[src/hw/rtl/c8ie_pkg.sv]
// shared types, opcode codes and helper functions of the chip-8 executor
package c8ie_pkg;

	localparam logic [1:0] CMD_EXEC = 2'd0;
	localparam logic [1:0] CMD_LOAD = 2'd1;
	localparam logic [1:0] CMD_TICK = 2'd2;
	localparam logic [1:0] CMD_ROW  = 2'd3;

	localparam logic [3:0] OP_SYS  = 4'h0;
	localparam logic [3:0] OP_JP   = 4'h1;
	localparam logic [3:0] OP_CALL = 4'h2;
	localparam logic [3:0] OP_SE   = 4'h3;
	localparam logic [3:0] OP_SNE  = 4'h4;
	localparam logic [3:0] OP_SER  = 4'h5;
	localparam logic [3:0] OP_LD   = 4'h6;
	localparam logic [3:0] OP_ADD  = 4'h7;
	localparam logic [3:0] OP_ALU  = 4'h8;
	localparam logic [3:0] OP_SNER = 4'h9;
	localparam logic [3:0] OP_LDI  = 4'hA;
	localparam logic [3:0] OP_JPV  = 4'hB;
	localparam logic [3:0] OP_RND  = 4'hC;
	localparam logic [3:0] OP_DRW  = 4'hD;
	localparam logic [3:0] OP_KEY  = 4'hE;
	localparam logic [3:0] OP_MISC = 4'hF;

	localparam logic [3:0] ALU_MOV  = 4'h0;
	localparam logic [3:0] ALU_OR   = 4'h1;
	localparam logic [3:0] ALU_AND  = 4'h2;
	localparam logic [3:0] ALU_XOR  = 4'h3;
	localparam logic [3:0] ALU_ADD  = 4'h4;
	localparam logic [3:0] ALU_SUB  = 4'h5;
	localparam logic [3:0] ALU_SHR  = 4'h6;
	localparam logic [3:0] ALU_SUBN = 4'h7;
	localparam logic [3:0] ALU_SHL  = 4'hE;

	localparam logic [7:0] SYS_CLS  = 8'hE0;
	localparam logic [7:0] SYS_RET  = 8'hEE;
	localparam logic [7:0] KEY_SKP  = 8'h9E;
	localparam logic [7:0] KEY_SKNP = 8'hA1;

	localparam logic [7:0] MSC_GDT   = 8'h07;
	localparam logic [7:0] MSC_KEY   = 8'h0A;
	localparam logic [7:0] MSC_SDT   = 8'h15;
	localparam logic [7:0] MSC_SST   = 8'h18;
	localparam logic [7:0] MSC_ADDI  = 8'h1E;
	localparam logic [7:0] MSC_FONT  = 8'h29;
	localparam logic [7:0] MSC_BCD   = 8'h33;
	localparam logic [7:0] MSC_STORE = 8'h55;
	localparam logic [7:0] MSC_LOAD  = 8'h65;

	localparam logic [3:0]  FLAG_REG = 4'hF;
	localparam logic [11:0] PC_RESET = 12'h200;

	typedef enum logic [3:0] {
		ST_IDLE, ST_RDX, ST_RDY, ST_EXEC, ST_WRX, ST_RET, ST_YMOD,
		ST_DRD, ST_DWR, ST_DVF, ST_BRD, ST_BWR, ST_BCD, ST_FIN
	} state_t;

	typedef enum logic [3:0] {
		DC_NONE, DC_LATCH, DC_RDX, DC_RDY, DC_EXEC, DC_WRX, DC_RET, DC_YMOD,
		DC_DRD, DC_DWR, DC_DVF, DC_BRD, DC_BWR, DC_BCD, DC_FIN
	} dcmd_t;

	typedef enum logic [2:0] {
		FL_DONE, FL_WRX, FL_RET, FL_DRAW, FL_STORE, FL_LOAD, FL_BCD
	} flow_t;

	typedef struct packed {
		flow_t flow;
		logic  y_ok;
		logic  no_rows;
		logic  last;
		logic  out_free;
	} dp_status_t;

	// double dabble, three digits
	function automatic logic [11:0] bcd8(input logic [7:0] v);
		logic [19:0] s;
		s = {12'd0, v};
		for (int i = 0; i < 8; i++) begin
			if (s[11:8] >= 4'd5) s[11:8] = s[11:8] + 4'd3;
			if (s[15:12] >= 4'd5) s[15:12] = s[15:12] + 4'd3;
			if (s[19:16] >= 4'd5) s[19:16] = s[19:16] + 4'd3;
			s = s << 1;
		end
		return s[19:8];
	endfunction

	function automatic logic [3:0] lowest_key(input logic [15:0] k);
		logic [3:0] r;
		r = 4'd0;
		for (int i = 15; i >= 0; i--) begin
			if (k[i]) r = 4'(i);
		end
		return r;
	endfunction

endpackage

[src/hw/rtl/c8ie_ctrl.sv]
// sequencing state machine of the chip-8 executor
module c8ie_ctrl (
	input  logic                   clk,
	input  logic                   arst_n,
	input  logic                   in_valid,
	output logic                   in_ready,
	input  c8ie_pkg::dp_status_t   status,
	output c8ie_pkg::dcmd_t        dcmd
);
	import c8ie_pkg::*;

	state_t state_q, state_d;

	always_ff @(posedge clk or negedge arst_n) begin
		if (!arst_n) state_q <= ST_IDLE;
		else state_q <= state_d;
	end

	always_comb begin
		state_d  = state_q;
		dcmd     = DC_NONE;
		in_ready = 1'b0;
		unique case (state_q)
			ST_IDLE: begin
				in_ready = 1'b1;
				if (in_valid) begin
					dcmd    = DC_LATCH;
					state_d = ST_RDX;
				end
			end
			ST_RDX: begin
				dcmd    = DC_RDX;
				state_d = ST_RDY;
			end
			ST_RDY: begin
				dcmd    = DC_RDY;
				state_d = ST_EXEC;
			end
			ST_EXEC: begin
				dcmd = DC_EXEC;
				unique case (status.flow)
					FL_DONE:  state_d = ST_FIN;
					FL_WRX:   state_d = ST_WRX;
					FL_RET:   state_d = ST_RET;
					FL_DRAW:  state_d = ST_YMOD;
					FL_STORE: state_d = ST_BRD;
					FL_LOAD:  state_d = ST_BRD;
					FL_BCD:   state_d = ST_BCD;
					default:  state_d = ST_FIN;
				endcase
			end
			ST_WRX: begin
				dcmd    = DC_WRX;
				state_d = ST_FIN;
			end
			ST_RET: begin
				dcmd    = DC_RET;
				state_d = ST_FIN;
			end
			ST_YMOD: begin
				dcmd = DC_YMOD;
				if (status.y_ok) state_d = status.no_rows ? ST_DVF : ST_DRD;
			end
			ST_DRD: begin
				dcmd    = DC_DRD;
				state_d = ST_DWR;
			end
			ST_DWR: begin
				dcmd    = DC_DWR;
				state_d = status.last ? ST_DVF : ST_DRD;
			end
			ST_DVF: begin
				dcmd    = DC_DVF;
				state_d = ST_FIN;
			end
			ST_BRD: begin
				dcmd    = DC_BRD;
				state_d = ST_BWR;
			end
			ST_BWR: begin
				dcmd    = DC_BWR;
				state_d = status.last ? ST_FIN : ST_BRD;
			end
			ST_BCD: begin
				dcmd = DC_BCD;
				if (status.last) state_d = ST_FIN;
			end
			ST_FIN: begin
				if (status.out_free) begin
					dcmd    = DC_FIN;
					state_d = ST_IDLE;
				end
			end
			default: state_d = ST_IDLE;
		endcase
	end
endmodule

[config.mk]
export PLATFORM = sky130hd
export DESIGN_NAME = c8ie_ctrl
export DESIGN_NICKNAME = d
export VERILOG_FILES = /design/src/hw/rtl/c8ie_pkg.sv /design/src/hw/rtl/c8ie_ctrl.sv
export SDC_FILE = /design/constraint.sdc
export NUM_CORES = 1
export LEC_CHECK = 0
export BUFFER_PORTS_ARGS = -buffer_cell sky130_fd_sc_hd__clkbuf_2
export CAP_MARGIN = 40
export CORE_AREA = 10 10 47 49
export DETAILED_ROUTE_END_ITERATION = 6
export DIE_AREA = 0 0 57 59
export PLACE_DENSITY_LB_ADDON = 0.08
export SLEW_MARGIN = 20
export SYNTH_ARGS = -nofsm -noshare
export SYNTH_HDL_FRONTEND = slang
export SYNTH_SLANG_ARGS = --single-unit
[constraint.sdc]
create_clock -name clk -period 1.8 [get_ports clk]
set_input_delay 0 -clock clk [delete_from_list [all_inputs] [get_ports clk]]
set_output_delay 0 -clock clk [all_outputs]
set_load 0.005 [all_outputs]
==> summary.md <==
| Metric | Value |
|---|---|
| Core Region | `0.00140 sq mm` |
| Fraction of registers with async set/reset | `1.00` |
| Buf/Inv on CP | `3` |
| Port Buf Inserts | `14` |
| Final wirelength | `1660 microns` |
| Post-synth top area share | `0.166` |
| Die height | `59 microns` |
| Vias in the first global route | `653` |
| Number of flops mapped to enable cells by yosys | `0` |
| Final nets | `109` |
| Power density over cell area | `1750 mW/mm^2` |
| Syn_nets | `92` |
| Cells after synthesis | `82` |
| Top Registers | `state_q: 4 flops` |
| TritonRoute pass-1 iters | `4` |
| Total power | `1.26 mW` |
| Rows | `14` |
| RSZ-0062 raised after global routing | `no` |
| Die W | `57 microns` |
| Syn. warnings | `0` |
| Crit-path slowest cell | `dfrtp_1` |
| Worst-path clk slew | `0.04 ns` |
| Register area share after synthesis | `0.166` |
| Netlist Area Pre-Place | `604 sq um` |
| Critical path's top delay family | `flip-flops` |
| Fin crit period | `1.63 ns` |
| Post-CTS Resized | `0` |
| Tcrit/Tclk final | `0.907` |
| Worst Hold Class | `in2async` |
| Max Cap Violations | `0` |
| Synthesized flop and latch total | `4` |
| Worst-Skew Late Latency | `0.24 ns` |
| Critical Path Start Type | `register` |
| Detail-routed via count per cell | `5.94` |
| Endpoints failing hold | `0` |
| Final Cell Area | `718 sq um` |
| Required @ worst endpoint | `1.80 ns` |
| Initial Util | `0.431` |
| Largest register FFs | `4` |
| Arrival time of the worst setup path | `1.63 ns` |
| GRT Util Overall | `0.0967` |
| Most frequent cell after synthesis | `nor2_1` |
| Setup-failing EPs final | `0` |
| Fillcell total | `148` |
| Avg Inst Size Synth | `7.37 sq um` |
| Placed Cells | `109` |
| Vias post-DR | `671` |
| CTS buffer count | `3` |
| Slew margin rel. | `0.752` |
| GP Congestion | `0.776` |
| Peak Freq | `612 MHz` |
| Die Area | `0.00336 sq mm` |
| CP cell instances | `buf_4, inv_1, o311a_1, o22a_1, clkbuf_2` |
| WS Path Type | `reg2out` |
| Clk sink count | `4` |
| CTS max path bufs | `2` |
| Synth Flop Type | `dfrtp_1` |
| Leakage | `0.319 nW` |
| Largest net degree at the start of global routing | `19` |
| Avg WL per Cell | `14.7 microns` |
| Slew Limit Fails | `0` |
| VDD IR max | `0.626 mV` |
| Initial DRC count | `10` |
| Largest register by flop count | `state_q` |
| Distinct cells, synth | `41` |
| Final non-filler cell total | `113` |
| First-pass GRT wire length | `2740 microns` |
| Area grow syn2layout | `18.8%` |
| Critical Path Max Stage Delay | `0.55 ns` |
| Clock skew | `0.00368 ns` |
| Post-route DRC | `0` |
| Initial antenna violation count | `0` |
| CTS tree | `built` |
| Cell taking the most area after synthesis | `dfrtp_1` |
| Final ANT Viol Nets | `0` |
| HPWL after detailed placement | `1280 microns` |
| Placed cell areas | `686 sq um` |
| Crit path max fanout | `13` |
| Crit end category | `output port` |
| H-tree depth | `1` |
| Status | `finished clean` |
| Worst Max-Slew Pin Slew | `0.369 ns` |
| Layout cells sized above 1 | `0.309` |
| Setup TNS after final layout | `0 ns` |
| Top cells by count, synth | `8 x nor2_1, 7 x buf_2, 6 x a21oi_1, 6 x o21ai_1` |
| Synth top area cells | `dfrtp_1 17%, buf_2 5.8%, a21oi_1 5.0%` |
| CTS root buffer | `clkbuf_4` |
| Postcts setup bufs | `0` |
| # diodes | `0` |
| Final global-route overflow total | `0` |
| Io pins | `15` |
[power by group]
part	internal [mW]	total [mW]	switching (mW)
Clock	0.0748	0.115	0.0399
Combinational	0.432	0.912	0.481
Sequential	0.138	0.230	0.0929
Total	0.644	1.26	0.613
[cell families (layout without fill, tap and decap cells)]
| group | after synthesis | after routing | share of synthesized area |
|---|---|---|---|
| AOI/OAI and AO/OA | 36 | 36 | 0.424 |
| and+or+nand+nor | 29 | 29 | 0.296 |
| buffers and inverters | 13 | 28 | 0.114 |
| DFF | 4 | 4 | 0.166 |
[placed cells by master, fill, tap and decap left out, drive strengths merged]
| cell | n |
|---|---|
| clkbuf | 17 |
| o21ai | 10 |
| nor2 | 8 |
| a21oi | 7 |
| buf | 6 |
| inv | 4 |
| nand2 | 4 |
| dfrtp | 4 |
| a311oi | 3 |
| nand2b | 3 |
| nand3b | 3 |
| nor4 | 2 |
| o311a | 2 |
| or3b | 2 |
| a211oi | 1 |
| o22a | 1 |
| nand3 | 1 |
| o31ai | 1 |
| nor2b | 1 |
| a32o | 1 |
| nand4b | 1 |
| or4 | 1 |
| o211ai | 1 |
| o21bai | 1 |
| a22o | 1 |
| or4b | 1 |
| nand4bb | 1 |
| a21bo | 1 |
| o21a | 1 |
| a21o | 1 |
| a22oi | 1 |
| a21boi | 1 |
| a31oi | 1 |
| and3 | 1 |
| a2bb2oi | 1 |
| dlygate4sd3 | 1 |
[what timing repair did]
item	4_1_cts	5_1_grt
setup endpoints to repair	0	0
endpoints found under the hold margin	4	0
hold buffers	1	0
[worst reg2reg max path: stages, from the launching register on]
cell     delay (ns)
dfrtp_1        0.55
or3b_2         0.48
a21oi_1        0.24
o21ai_1        0.11
a22oi_2        0.14
[worst paths after layout]
path / startpoint / to / cells past startpoint / slack (ns)
min in group clk: status[3] / state_q[1] / 4 / 0.18
worst max-delay path: state_q[3] / dcmd[2] / 5 / 0.17
worst min-delay path: arst_n / state_q[2] / 2 / 0.09
worst max register to register: state_q[3] / state_q[3] / 4 / 0.21
worst min register to register: state_q[2] / state_q[1] / 2 / 0.74
max in group asynchronous: arst_n / state_q[1] / 2 / 1.58
[per-stage QoR]
| stage | setup WS (ns) | utilization | hold slack [ns] |
|---|---|---|---|
| after CTS | 0.164 | 0.513 | 0.0996 |
| final | 0.167 | 0.513 | 0.0949 |
| after global routing | 0.0897 | 0.513 | 0.118 |
| after global placement | 0.242 | 0.489 | -0.191 |
| after detailed placement | 0.236 | 0.489 | -0.190 |
| after floorplan | 0.302 | - | -0.296 |
[layer usage]
metal / track usage / up-vias / routed length, microns / share of wire
met5: 0 / - / 0 / 0
met4: 0.0705 / 0 / 56 / 0.034
li1: - / 340 / - / -
met1: 0.115 / 313 / 774 / 0.47
met3: 0.0107 / 6 / 29 / 0.018
met2: 0.157 / 12 / 796 / 0.48
[cell type report]
type / count / area, sq um / area share
tap: 16 / 20.0 / 0.0279
inverter: 4 / 15.0 / 0.0209
timing repair buffer: 21 / 125 / 0.174
clock buffer: 3 / 22.5 / 0.0314
multi-input combinational: 65 / 435 / 0.606
sequential: 4 / 100 / 0.139
(Power assumes the default switching activity.)
